File: src/hw/rtl/dsq_pkg.sv
// Package for the delta sleep queue: transfer structs, operation and status codes,
// controller states and the command and status structs between controller and datapath.
`default_nettype none
package dsq_pkg;
  typedef enum logic [1:0] {
    FUNC_INSERT = 2'd0,
    FUNC_REMOVE = 2'd1,
    FUNC_POP    = 2'd2,
    FUNC_TICK   = 2'd3
  } func_e;

  typedef enum logic [1:0] {
    ST_OK       = 2'd0,
    ST_FULL     = 2'd1,
    ST_NOTFOUND = 2'd2,
    ST_DUP      = 2'd3
  } status_e;

  typedef struct packed {
    logic [1:0]  func;
    logic [3:0]  task_id;
    logic [15:0] sleep_ticks;
  } req_t;

  typedef struct packed {
    logic        popped_valid;
    logic [3:0]  popped_task;
    logic [1:0]  status;
    logic [15:0] head_ticks;
    logic [4:0]  queue_count;
  } rsp_t;

  typedef enum logic [2:0] {
    S_IDLE,
    S_SCAN,
    S_SHIFT,
    S_RESP,
    S_OUT
  } state_e;

  typedef struct packed {
    logic load;    // capture request, clear scan pointer
    logic scan;    // examine the entry at the scan pointer
    logic shift;   // move one entry and step the pointer
    logic finish;  // final write and status capture
    logic respond; // load the result register
  } cmd_t;

  typedef struct packed {
    logic scan_done;
    logic shift_done;
  } stat_t;
endpackage
`default_nettype wire

File: src/hw/rtl/delta_sleep_queue_top.sv
// Delta sleep queue top level. Insert and remove scan and then may shift the queued entries,
// pop only shifts and tick does neither; scan and shift each step one entry per cycle.
// One request is in work at a time; the next is taken once the result is presented,
// later while a stalled result still holds the output. Reset (rst_ni low, asynchronous)
// empties the queue; slot contents stay undefined. Depends on dsq_pkg, dsq_ctrl and
// dsq_datapath.
`default_nettype none
module delta_sleep_queue_top #(
  parameter int MAX_TASKS = 16,
  parameter int TICK_BITS = 16
) (
  input  wire logic          clk_i,
  input  wire logic          rst_ni,
  input  wire logic          in_valid_i,
  output logic               in_stall_o,
  input  wire dsq_pkg::req_t in_data_i,
  output logic               out_valid_o,
  input  wire logic          out_stall_i,
  output dsq_pkg::rsp_t      out_data_o
);
  dsq_pkg::cmd_t  cmd;
  dsq_pkg::stat_t stat;

  dsq_ctrl u_ctrl (
    .clk_i(clk_i), .rst_ni(rst_ni),
    .in_valid_i(in_valid_i),
    .in_stall_o(in_stall_o), .out_valid_o(out_valid_o), .out_stall_i(out_stall_i),
    .stat_i(stat), .cmd_o(cmd)
  );

  dsq_datapath #(.MAX_TASKS(MAX_TASKS), .TICK_BITS(TICK_BITS)) u_dp (
    .clk_i(clk_i), .rst_ni(rst_ni), .req_i(in_data_i),
    .cmd_i(cmd), .stat_o(stat), .rsp_o(out_data_o)
  );
endmodule
`default_nettype wire

File: src/hw/rtl/dsq_datapath.sv
// Datapath of the delta sleep queue: slot memories, scan pointer and response register.
// Depends on dsq_pkg; driven by dsq_ctrl through cmd_t and reports through stat_t.
`default_nettype none
module dsq_datapath #(
  parameter int MAX_TASKS = 16,
  parameter int TICK_BITS = 16
) (
  input  wire logic          clk_i,
  input  wire logic          rst_ni,
  input  wire dsq_pkg::req_t req_i,
  input  wire dsq_pkg::cmd_t cmd_i,
  output dsq_pkg::stat_t     stat_o,
  output dsq_pkg::rsp_t      rsp_o
);
  localparam int IW = $clog2(MAX_TASKS);
  localparam int CW = $clog2(MAX_TASKS + 1);
  localparam logic [TICK_BITS-1:0] TMAX = '1;

  logic [3:0]           task_mem [MAX_TASKS];
  logic [TICK_BITS-1:0] delta_mem [MAX_TASKS];

  logic [CW-1:0]        count_q;
  logic [CW-1:0]        ptr_q;
  logic [CW-1:0]        pos_q;
  logic                 found_q, placed_q;
  logic [TICK_BITS:0]   run_q;
  logic [TICK_BITS-1:0] nd_q;
  logic [3:0]           head_task_q;
  dsq_pkg::req_t        req_q;
  dsq_pkg::rsp_t        rsp_q;

  logic [IW-1:0]        pi;
  logic [IW-1:0]        pn;
  logic [IW-1:0]        pp;
  logic [CW:0]          ptr_inc;
  logic [TICK_BITS:0]   sum;
  logic [TICK_BITS:0]   rsum;
  logic [TICK_BITS-1:0] req_t_w;
  logic [CW-1:0]        cnt_next;
  logic                 do_ins, do_rem, do_pop;
  logic                 shift_done;
  logic [1:0]           st_w;

  assign pi      = ptr_q[IW-1:0];
  assign pn      = IW'(ptr_q + CW'(1));
  assign pp      = IW'(ptr_q - CW'(1));
  assign ptr_inc = {1'b0, ptr_q} + (CW+1)'(1);
  assign sum     = run_q + {1'b0, delta_mem[pi]};
  assign rsum    = {1'b0, delta_mem[pn]} + {1'b0, delta_mem[pi]};
  assign req_t_w = TICK_BITS'(req_q.sleep_ticks);
  assign stat_o.scan_done = (ptr_q >= count_q) || (req_q.func == dsq_pkg::FUNC_POP)
                            || (req_q.func == dsq_pkg::FUNC_TICK);
  assign stat_o.shift_done = shift_done;
  assign rsp_o = rsp_q;

  always_comb begin
    do_ins     = 1'b0;
    do_rem     = 1'b0;
    do_pop     = 1'b0;
    shift_done = 1'b1;
    st_w       = dsq_pkg::ST_OK;
    case (req_q.func)
      dsq_pkg::FUNC_INSERT: begin
        do_ins     = !found_q && (count_q < CW'(MAX_TASKS));
        shift_done = !do_ins || (ptr_q <= pos_q);
        if (found_q) st_w = dsq_pkg::ST_DUP;
        else if (!do_ins) st_w = dsq_pkg::ST_FULL;
      end
      dsq_pkg::FUNC_REMOVE: begin
        do_rem     = found_q;
        shift_done = !do_rem || (ptr_inc >= {1'b0, count_q});
        if (!do_rem) st_w = dsq_pkg::ST_NOTFOUND;
      end
      dsq_pkg::FUNC_POP: begin
        do_pop     = (count_q != '0);
        shift_done = !do_pop || (ptr_inc >= {1'b0, count_q});
        if (!do_pop) st_w = dsq_pkg::ST_NOTFOUND;
      end
      default: ;
    endcase
    cnt_next = count_q;
    if (do_ins) cnt_next = count_q + CW'(1);
    if (do_rem || do_pop) cnt_next = count_q - CW'(1);
  end

  always_ff @(posedge clk_i or negedge rst_ni) begin
    if (!rst_ni) begin
      count_q <= '0;
      ptr_q   <= '0;
    end else if (cmd_i.load) begin
      ptr_q <= '0;
    end else if (cmd_i.scan) begin
      if (!stat_o.scan_done) ptr_q <= ptr_q + CW'(1);
      else if (req_q.func == dsq_pkg::FUNC_REMOVE) ptr_q <= pos_q;
    end else if (cmd_i.shift) begin
      if (req_q.func == dsq_pkg::FUNC_INSERT) ptr_q <= ptr_q - CW'(1);
      else ptr_q <= ptr_q + CW'(1);
    end else if (cmd_i.finish) begin
      count_q <= cnt_next;
    end
  end

  // Scan: find the task, find the insert position and its running sum.
  always_ff @(posedge clk_i) begin
    if (cmd_i.load) begin
      req_q       <= req_i;
      head_task_q <= task_mem[0];
      found_q     <= 1'b0;
      placed_q    <= 1'b0;
      run_q       <= '0;
      pos_q       <= '0;
    end else if (cmd_i.scan) begin
      if (!stat_o.scan_done) begin
        if (task_mem[pi] == req_q.task_id && !found_q) begin
          found_q <= 1'b1;
          if (req_q.func == dsq_pkg::FUNC_REMOVE) pos_q <= ptr_q;
        end
        if (req_q.func == dsq_pkg::FUNC_INSERT && !placed_q) begin
          if (sum >= {1'b0, req_t_w}) begin
            placed_q <= 1'b1;
            pos_q    <= ptr_q;
            nd_q     <= TICK_BITS'({1'b0, req_t_w} - run_q);
          end else begin
            run_q <= sum;
            pos_q <= ptr_q + CW'(1);
          end
        end
      end else if (req_q.func == dsq_pkg::FUNC_INSERT && !placed_q) begin
        nd_q <= TICK_BITS'({1'b0, req_t_w} - run_q);
      end
    end
  end

  // Shift: insert moves entries up from the tail, remove and pop move them down.
  always_ff @(posedge clk_i) begin
    if (cmd_i.shift) begin
      if (req_q.func == dsq_pkg::FUNC_INSERT) begin
        task_mem[pi]  <= task_mem[pp];
        delta_mem[pi] <= (ptr_q == pos_q + CW'(1)) ? delta_mem[pp] - nd_q : delta_mem[pp];
      end else begin
        task_mem[pi] <= task_mem[pn];
        if (req_q.func == dsq_pkg::FUNC_REMOVE && ptr_q == pos_q) begin
          delta_mem[pi] <= rsum[TICK_BITS] ? TMAX : rsum[TICK_BITS-1:0];
        end else begin
          delta_mem[pi] <= delta_mem[pn];
        end
      end
    end else if (cmd_i.finish) begin
      if (do_ins) begin
        task_mem[pos_q[IW-1:0]]  <= req_q.task_id;
        delta_mem[pos_q[IW-1:0]] <= nd_q;
      end else if (req_q.func == dsq_pkg::FUNC_TICK && count_q != '0
                   && delta_mem[0] != '0) begin
        delta_mem[0] <= delta_mem[0] - TICK_BITS'(1);
      end
    end
  end

  logic          pv_q;
  logic [3:0]    pt_q;
  logic [1:0]    st_q;
  always_ff @(posedge clk_i) begin
    if (cmd_i.finish) begin
      pv_q <= do_pop;
      pt_q <= do_pop ? head_task_q : 4'd0;
      st_q <= st_w;
    end
    if (cmd_i.respond) begin
      rsp_q.popped_valid <= pv_q;
      rsp_q.popped_task  <= pt_q;
      rsp_q.status       <= st_q;
      rsp_q.head_ticks   <= (count_q != '0) ? 16'(delta_mem[0]) : 16'd0;
      rsp_q.queue_count  <= 5'(count_q);
    end
  end
endmodule
`default_nettype wire

File: src/hw/rtl/dsq_ctrl.sv
// Controller of the delta sleep queue: sequences scan, shift and finish phases.
// Depends on dsq_pkg; commands dsq_datapath and owns both handshakes.
`default_nettype none
module dsq_ctrl (
  input  wire logic           clk_i,
  input  wire logic           rst_ni,
  input  wire logic           in_valid_i,
  output logic                in_stall_o,
  output logic                out_valid_o,
  input  wire logic           out_stall_i,
  input  wire dsq_pkg::stat_t stat_i,
  output dsq_pkg::cmd_t       cmd_o
);
  dsq_pkg::state_e state_q, state_d;
  logic            out_valid_q, out_valid_d;

  always_ff @(posedge clk_i or negedge rst_ni) begin
    if (!rst_ni) begin
      state_q     <= dsq_pkg::S_IDLE;
      out_valid_q <= 1'b0;
    end else begin
      state_q     <= state_d;
      out_valid_q <= out_valid_d;
    end
  end

  assign out_valid_o = out_valid_q;

  always_comb begin
    state_d     = state_q;
    out_valid_d = out_valid_q && out_stall_i;
    cmd_o       = '0;
    in_stall_o  = 1'b1;
    case (state_q)
      dsq_pkg::S_IDLE: begin
        in_stall_o = 1'b0;
        if (in_valid_i) begin
          cmd_o.load = 1'b1;
          state_d    = dsq_pkg::S_SCAN;
        end
      end
      dsq_pkg::S_SCAN: begin
        cmd_o.scan = 1'b1;
        if (stat_i.scan_done) state_d = dsq_pkg::S_SHIFT;
      end
      dsq_pkg::S_SHIFT: begin
        if (stat_i.shift_done) state_d = dsq_pkg::S_RESP;
        else cmd_o.shift = 1'b1;
      end
      dsq_pkg::S_RESP: begin
        cmd_o.finish = 1'b1;
        state_d      = dsq_pkg::S_OUT;
      end
      dsq_pkg::S_OUT: begin
        if (!out_valid_q || !out_stall_i) begin
          cmd_o.respond = 1'b1;
          out_valid_d   = 1'b1;
          state_d       = dsq_pkg::S_IDLE;
        end
      end
      default: state_d = dsq_pkg::S_IDLE;
    endcase
  end
endmodule
`default_nettype wire

File: config.mk
export PLATFORM = sky130hd
export DESIGN_NAME = delta_sleep_queue_top
export DESIGN_NICKNAME = d
export VERILOG_FILES = /design/src/hw/rtl/dsq_pkg.sv /design/src/hw/rtl/delta_sleep_queue_top.sv /design/src/hw/rtl/dsq_datapath.sv /design/src/hw/rtl/dsq_ctrl.sv
export SDC_FILE = /design/constraint.sdc
export NUM_CORES = 1
export LEC_CHECK = 0
export BUFFER_PORTS_ARGS = -buffer_cell sky130_fd_sc_hd__buf_2
export CAP_MARGIN = 10
export CORE_MARGIN = 1.5
export CORE_UTILIZATION = 55
export DETAILED_ROUTE_END_ITERATION = 16
export GPL_TIMING_DRIVEN = 0
export PLACE_DENSITY = 0.78
export SYNTH_ARGS = -nofsm -noshare
export SYNTH_HDL_FRONTEND = slang
export SYNTH_SLANG_ARGS = --single-unit
File: constraint.sdc
create_clock -name clk_i -period 6.7 [get_ports clk_i]
set_input_delay 1.005 -clock clk_i [delete_from_list [all_inputs] [get_ports clk_i]]
set_output_delay 1.005 -clock clk_i [all_outputs]
set_load 0.01 [all_outputs]
=== Yosys cells after proc, flatten, opt, wreduce, memory -nomap -nowiden ===
Memory sizes are Yosys's and may differ from the RTL's. A register that Yosys moved wholly into a read port is not among the register bits.
Index checks and enable logic that the tools add are counted.

* RAM bits: 320
* Output and inout port bits: 30
* Register bits after elaboration: 111
* Memories: 2
* Logic and storage cells: 179
* Input port bits: 26

* Equality and inequality tests: 15
* Magnitude comparators: 5
* Reductions and logical operators: 40
* Bitwise operators: 8
* Multiplexer cells: 78
* $add $sub $neg: 11

{| class="wikitable"
|+ Memory list
! name !! words !! width !! rd ports !! clocked after memory_dff !! wr ports !! RTL line !! text
|-
| u_dp.delta_mem || 16 || 16 || 4 || 0 || 1 || dsq_datapath.sv:20 || <nowiki>logic [TICK_BITS-1:0] delta_mem [MAX_TASKS];</nowiki>
|-
| u_dp.task_mem || 16 || 4 || 4 || 1 || 1 || dsq_datapath.sv:19 || <nowiki>logic [3:0] task_mem [MAX_TASKS];</nowiki>
|}

{| class="wikitable"
|+ Operator list
! kind !! number
|-
| 2-to-1 mux 16 bit || 10
|-
| 2-to-1 mux 5 bit || 12
|-
| 2-to-1 mux 1 bit || 41
|-
| OR reduction 16 bit || 2
|-
| subtractor 16 bit || 2
|-
| 2-to-1 mux 4 bit || 5
|-
| AND reduction 4 bit || 5
|-
| adder 16 x 16 -> 17 bit || 1
|-
| adder 17 x 16 -> 17 bit || 1
|-
| greater-or-equal comparator 17 x 16 -> 1 bit || 1
|-
| nonzero test 16 bit || 1
|-
| subtractor 16 x 1 -> 16 bit, second input constant || 1
|-
| adder 5 x 1 -> 5 bit, second input constant || 3
|-
| one-hot mux 3 bit (5 select lines) || 1
|-
| 2-to-1 mux 3 bit || 4
|-
| == test 5 bit || 2
|-
| subtractor 5 x 1 -> 5 bit, second input constant || 2
|-
| nonzero test 2 bit || 4
|-
| logical AND 1 bit || 7
|-
| logical OR 1 bit || 7
|-
| adder 5 x 1 -> 6 bit, second input constant || 1
|-
| == test 3 x 2 -> 1 bit, second input constant || 2
|-
| greater-or-equal comparator 6 x 5 -> 1 bit || 1
|-
| zero test 1 bit || 6
|-
| other kinds (24) || 35
|}

=== Logic depth before layout (Yosys ltp) ===
* Depth after elaboration: 13
* Mapped depth: 25

=== Cells and area by module ===
Synthesis repeated with hierarchy kept, for this count alone.

* Cell total of the unflattened synthesis: 1833
* Area total of the unflattened synthesis: 26391.6 sq um

{| class="wikitable"
|+ By module, submodules not included
! module !! area each (sq um) !! times used !! cells each
|-
| dsq_datapath || 26182.6 || 1 || 1811
|-
| dsq_ctrl || 209.0 || 1 || 22
|}

=== Least setup slack after synthesis ===
No wires, ideal clock.

* Path kind: register to register
* Start point: reg u_dp.ptr_q[0]
* End point: reg u_dp.nd_q[0], enable pin
* Library setup time: 0.414 ns
* Cell stages (with the launch flop): 23
* Clock period less this slack: 7.251 ns
* Path slack: -0.551 ns
* Data arrival time: 6.837 ns
* Required time: 6.286 ns
* Cell sequence: dfrtp_1 > buf_6 > buf_2 > buf_2 > buf_2 > buf_2 > mux4_2 > mux4_2 > ha_1 > fa_1 > a211oi_1 > o21ai_1 > a311oi_1 > o21bai_1 > xor2_1 > ha_1 > and3_1 > nand3_1 > a211oi_1 > o311ai_1 > nand2_1 > a21oi_1 > a211oi_1

* Longest elaborated chain between the ends: 5
* Elaborated cells on any way between the ends: 8
* Classes of those cells: add/sub (1); order compare (2); reduce/logical (4); memory (1)

{| class="wikitable"
|+ RTL lines
! item !! RTL line !! text
|-
| start, declared || dsq_datapath.sv:23 || <nowiki>logic [CW-1:0] ptr_q;</nowiki>
|-
| start signal, assigned || dsq_datapath.sv:93 || <nowiki>if (!stat_o.scan_done) ptr_q <= ptr_q + CW'(1);</nowiki>
|-
| start signal, assigned || dsq_datapath.sv:94 || <nowiki>else if (req_q.func == dsq_pkg::FUNC_REMOVE) ptr_q <= pos_q;</nowiki>
|-
| start signal, assigned || dsq_datapath.sv:96 || <nowiki>if (req_q.func == dsq_pkg::FUNC_INSERT) ptr_q <= ptr_q - CW'(1);</nowiki>
|-
| memory (16 x 16 bit) || - ||
|-
| adder 17 x 16 -> 17 bit || dsq_datapath.sv:48 || <nowiki>assign sum = run_q + {1'b0, delta_mem[pi]};</nowiki>
|-
| net u_dp.sum[12] || dsq_datapath.sv:36 || <nowiki>logic [TICK_BITS:0] sum;</nowiki>
|-
| greater-or-equal comparator 17 x 16 -> 1 bit || dsq_datapath.sv:119 || <nowiki>if (sum >= {1'b0, req_t_w}) begin</nowiki>
|-
| nonzero test 2 bit (no source line) || - ||
|-
| AND reduction 4 bit (no source line) || - ||
|-
| end signal, assigned || dsq_datapath.sv:122 || <nowiki>nd_q <= TICK_BITS'({1'b0, req_t_w} - run_q);</nowiki>
|-
| end signal, assigned || dsq_datapath.sv:129 || <nowiki>nd_q <= TICK_BITS'({1'b0, req_t_w} - run_q);</nowiki>
|-
| end, declared || dsq_datapath.sv:27 || <nowiki>logic [TICK_BITS-1:0] nd_q;</nowiki>
|}

The timed path passes the listed nets, and every way through them passes these cells.
A chain may end at the register's enable or synchronous reset.

=== Worst setup path in the final report ===
* Start point: reg u_dp.ptr_q[0]
* End point: mem u_dp.delta_mem[0][2] (data pin)

* Longest elaborated chain between the ends: 12
* Elaborated cells on any way between the ends: 37
* Classes of those cells: add/sub (5); order compare (2); eq/ne (2); mux (21); reduce/logical (6); memory (1)

{| class="wikitable"
|+ RTL lines
! item !! RTL line
|-
| parallel branches: the longest is 11 deep, another holds memory (16 x 16 bit) || -
|-
| 2-to-1 mux 16 bit (no source line) * || -
|-
| end, declared || dsq_datapath.sv:20
|}

Mark *: on every way between the ends.

==> results.py <==
metrics = {
    "worst_setup_path": {
        "worstSetupEndpointType": "flip-flop",
        "critPathSlowestCell": "mux4_2",
        "crit_required_ps": 6930,
        "cp_data_arrival_time_ps": 6850,
        "critPathMaxFanout": 16,
        "start_kind": "flip-flop",
        "critical_path_class": "flip-flop to flip-flop",
        "crit_chain": "buf_8, buf_12, buf_8, buf_8, buf_6, clkinvlp_4, ha_4, buf_6, buf_8, buf_8, mux4_2, mux4_2, ha_1, inv_1, fa_1, nor2b_1, o31a_1, o311ai_4, o22a_1, a31o_4, nand3_1, buf_4, o21ai_1, a31oi_4",
        "cp_slowest_stage_delay_ps": 560,
        "r2r_slack_ps": 80,
        "cpMostUsedCell": "buf_8",
    },
    "global_routing": {
        "antenna_found_initial": 2,
        "first_global_vias": 19200,
        "grt_pass1_wl_um": 126000,
        "grt_usage_pct": 35.3,
        "grt_max_degree": 36,
        "overflow": 0,
    },
    "placed_design": {
        "dp_hpwl_um": 61200,
        "pre_cts_ws_ps": -2330,
        "gp_congestion": 0.979,
        "placedCellCount": 2500,
        "io_buffers": 55,
    },
    "clock_network": {
        "root_buffer": "clkbuf_16",
        "path_clk_slew_ps": 60,
        "clk_latency_ps": 620,
        "postCtsHoldBufs": 0,
        "cts_made_buffers": 46,
        "cts.sinks": 435,
        "htreeDepth": 2,
        "clk_path_buf_depth": 3,
        "cts_tree": "built",
    },
    "run": {
        "drv_cap": 0,
    },
    "layout": {
        "area_delta_synth_final_pct": 14.2,
        "final_cells": 2596,
        "antenna_cells": 0,
        "final_layout_size_suffix_gt1_share_pct": 29.7,
        "nets": 2083,
    },
    "floorplanning": {
        "dieArea_um2": 49600,
        "coreArea_um2": 47600,
        "io_pins": 56,
        "std_cell_rows": 80,
        "die_h_um": 223,
        "start_util_pct": 55.7,
        "die_width_um": 223,
    },
    "yosys": {
        "netlist-cell-type-count": 76,
        "yosys_most_used_dff": "edfxtp_1",
        "netlist_area_um2": 26500,
        "synth_edf_count": 397,
        "syn_nets": 1946,
        "async_reset_ff_share_pct": 3.22,
        "synth.yosys.seq_area_share_pct": 48.1,
        "avgSynthCellArea_um2": 14.7,
        "synthCells": 1810,
        "synth.ff_latch_count": 435,
        "ys_warn_count": 0,
    },
    "drt": {
        "route.detailed.drc": 0,
        "vias": 19200,
        "post_drt_via_cell_ratio": 7.41,
        "drt-total-wl_um": 86100,
        "dr.pass1.iters": 5,
        "wl_per_cell_um": 33.2,
        "drt_iter0_markers": 2840,
        "ant_nets": 0,
    },
    "sta": {
        "setup_slack_ps": 83.7,
        "worst_pin_slew_ps": 1490,
        "fin_crit_sh_pct": 98.8,
        "fmax_mhz": 151,
        "hold_violations": 0,
        "tns_ps": 0,
        "setup_viol": 0,
        "relSlewSlack_pct": 0.903,
        "hold_slack_ps": 300,
        "finalMaxSlewViolations": 0,
        "layout_min_cycle_time_ps": 6620,
        "finClkSkew_ps": 30.5,
    },
    "run_status": {
        "outcome": "finished clean",
    },
    "worst_hold_path": {
        "min_path_type": "primary input to asynchronous set/reset pin",
    },
}
repair_timing:
action,4_1_cts,5_1_grt
cloned,1,0
gates resized for setup,91,55
pin swaps,7,5
buffers inserted,7,3
setup endpoints to repair,343,295
through the flow:
| step | instance area [um2] | util (%) |
|---|---|---|
| after global placement | 27600 | 57.9 |
| after detailed placement | 28000 | 58.9 |
| final | 30300 | 63.6 |
| after global routing | 30300 | 63.6 |
| after floorplan | 26500 | - |
| after CTS | 30100 | 63.1 |
layout make-up:
class                           instances  area (um2)
Buffer                                100         858
Clock buffer                           56        1190
Clock inverter                         26         353
Fill cell                            3253       17300
Inverter                               87         330
Multi-Input combinational cell       1187       13200
Sequential cell                       435       12800
Tap cell                              615         769
Timing Repair Buffer                   90         818
kinds of logic after synthesis:
logic type | synth area share, %
mux | 26.5
buf+inv | 3.49
fa+ha+maj | 5.33
simple gates | 6.78
xor+xnor | 2.64
flops | 48.1
compound gates | 7.21
cell usage after synthesis, types with 14 or more instances:
cell / number / area, um2
a211oi_1: 15 / 113
a21o_1: 20 / 150
a21oi_1: 76 / 380
a31oi_1: 18 / 113
and2_1: 21 / 131
and3_1: 16 / 100
buf_2: 38 / 190
clkbuf_1: 40 / 150
dfrtp_1: 14 / 350
dfxtp_1: 24 / 480
edfxtp_1: 397 / 11900
ha_1: 105 / 1310
inv_1: 86 / 323
mux2i_1: 30 / 300
mux4_2: 295 / 6640
nand2_1: 72 / 270
nand3_1: 35 / 175
nor2_1: 122 / 458
nor2b_1: 15 / 93.8
nor3_1: 27 / 135
o21a_1: 15 / 113
o21ai_0: 46 / 230
o21ai_1: 25 / 125
xnor2_1: 48 / 420
xor2_1: 30 / 263
critical path, delay by kind of cell (launching register included):
family | cells | cell delay (ps)
AOI/OAI and AO/OA | 6 | 1570
and+or+nand+nor | 2 | 220
buffers and inverters | 11 | 2080
muxes | 2 | 1100
DFF | 1 | 430
adders and majority gates | 3 | 780
per-layer routing:
layer / GRT usage [%] / part of all wire (%) / wire length (um)
met1: 42.9 / 33 / 28000
met2: 54.7 / 46 / 39300
met3: 11.7 / 14 / 12100
met4: 22.2 / 7.7 / 6670
met5: 0 / 0 / 0
worst paths after layout:
check                              startpoint                   end  cells past startpoint
worst max-delay path            u_dp.ptr_q[0]  u_dp.delta_mem[0][2]                     24
worst min-delay path                   rst_ni         u_dp.ptr_q[4]                      1
worst max register to register  u_dp.ptr_q[0]  u_dp.delta_mem[0][2]                     24
worst min register to register   u_dp.pt_q[0]        u_dp.rsp_o[23]                      0
max in group asynchronous              rst_ni         u_dp.ptr_q[0]                      1
min in group clk_i               u_dp.pt_q[0]        u_dp.rsp_o[23]                      0
layout by cell type (no fill, tap or decap), types with 34 or more instances in the layout:
cell type,synthesis,routed
nand2_1,72,72
a21oi_1,76,69
inv_1,86,85
clkbuf_1,40,41
ha_1,105,104
buf_2,38,69
mux4_2,295,295
edfxtp_1,397,397
nor2_1,122,107
clkbuf_16,0,46
nand3_1,35,34
xnor2_1,48,48
o21ai_0,46,44
registers in the layout, indices dropped and copies added (netlist names), 5 cells and up:
signal,count
u_dp.run_q,17
u_dp.req_q,6
u_dp.delta_mem,256
u_dp.count_q,5
u_dp.nd_q,16
u_dp.pos_q,5
u_dp.req_t_w,16
u_dp.task_mem,64
u_dp.rsp_o,28
u_dp.ptr_q,5
Power is left out: the tool's default activity adds up to more than one toggle a clock period on the data nets, which glitch-free logic cannot reach.
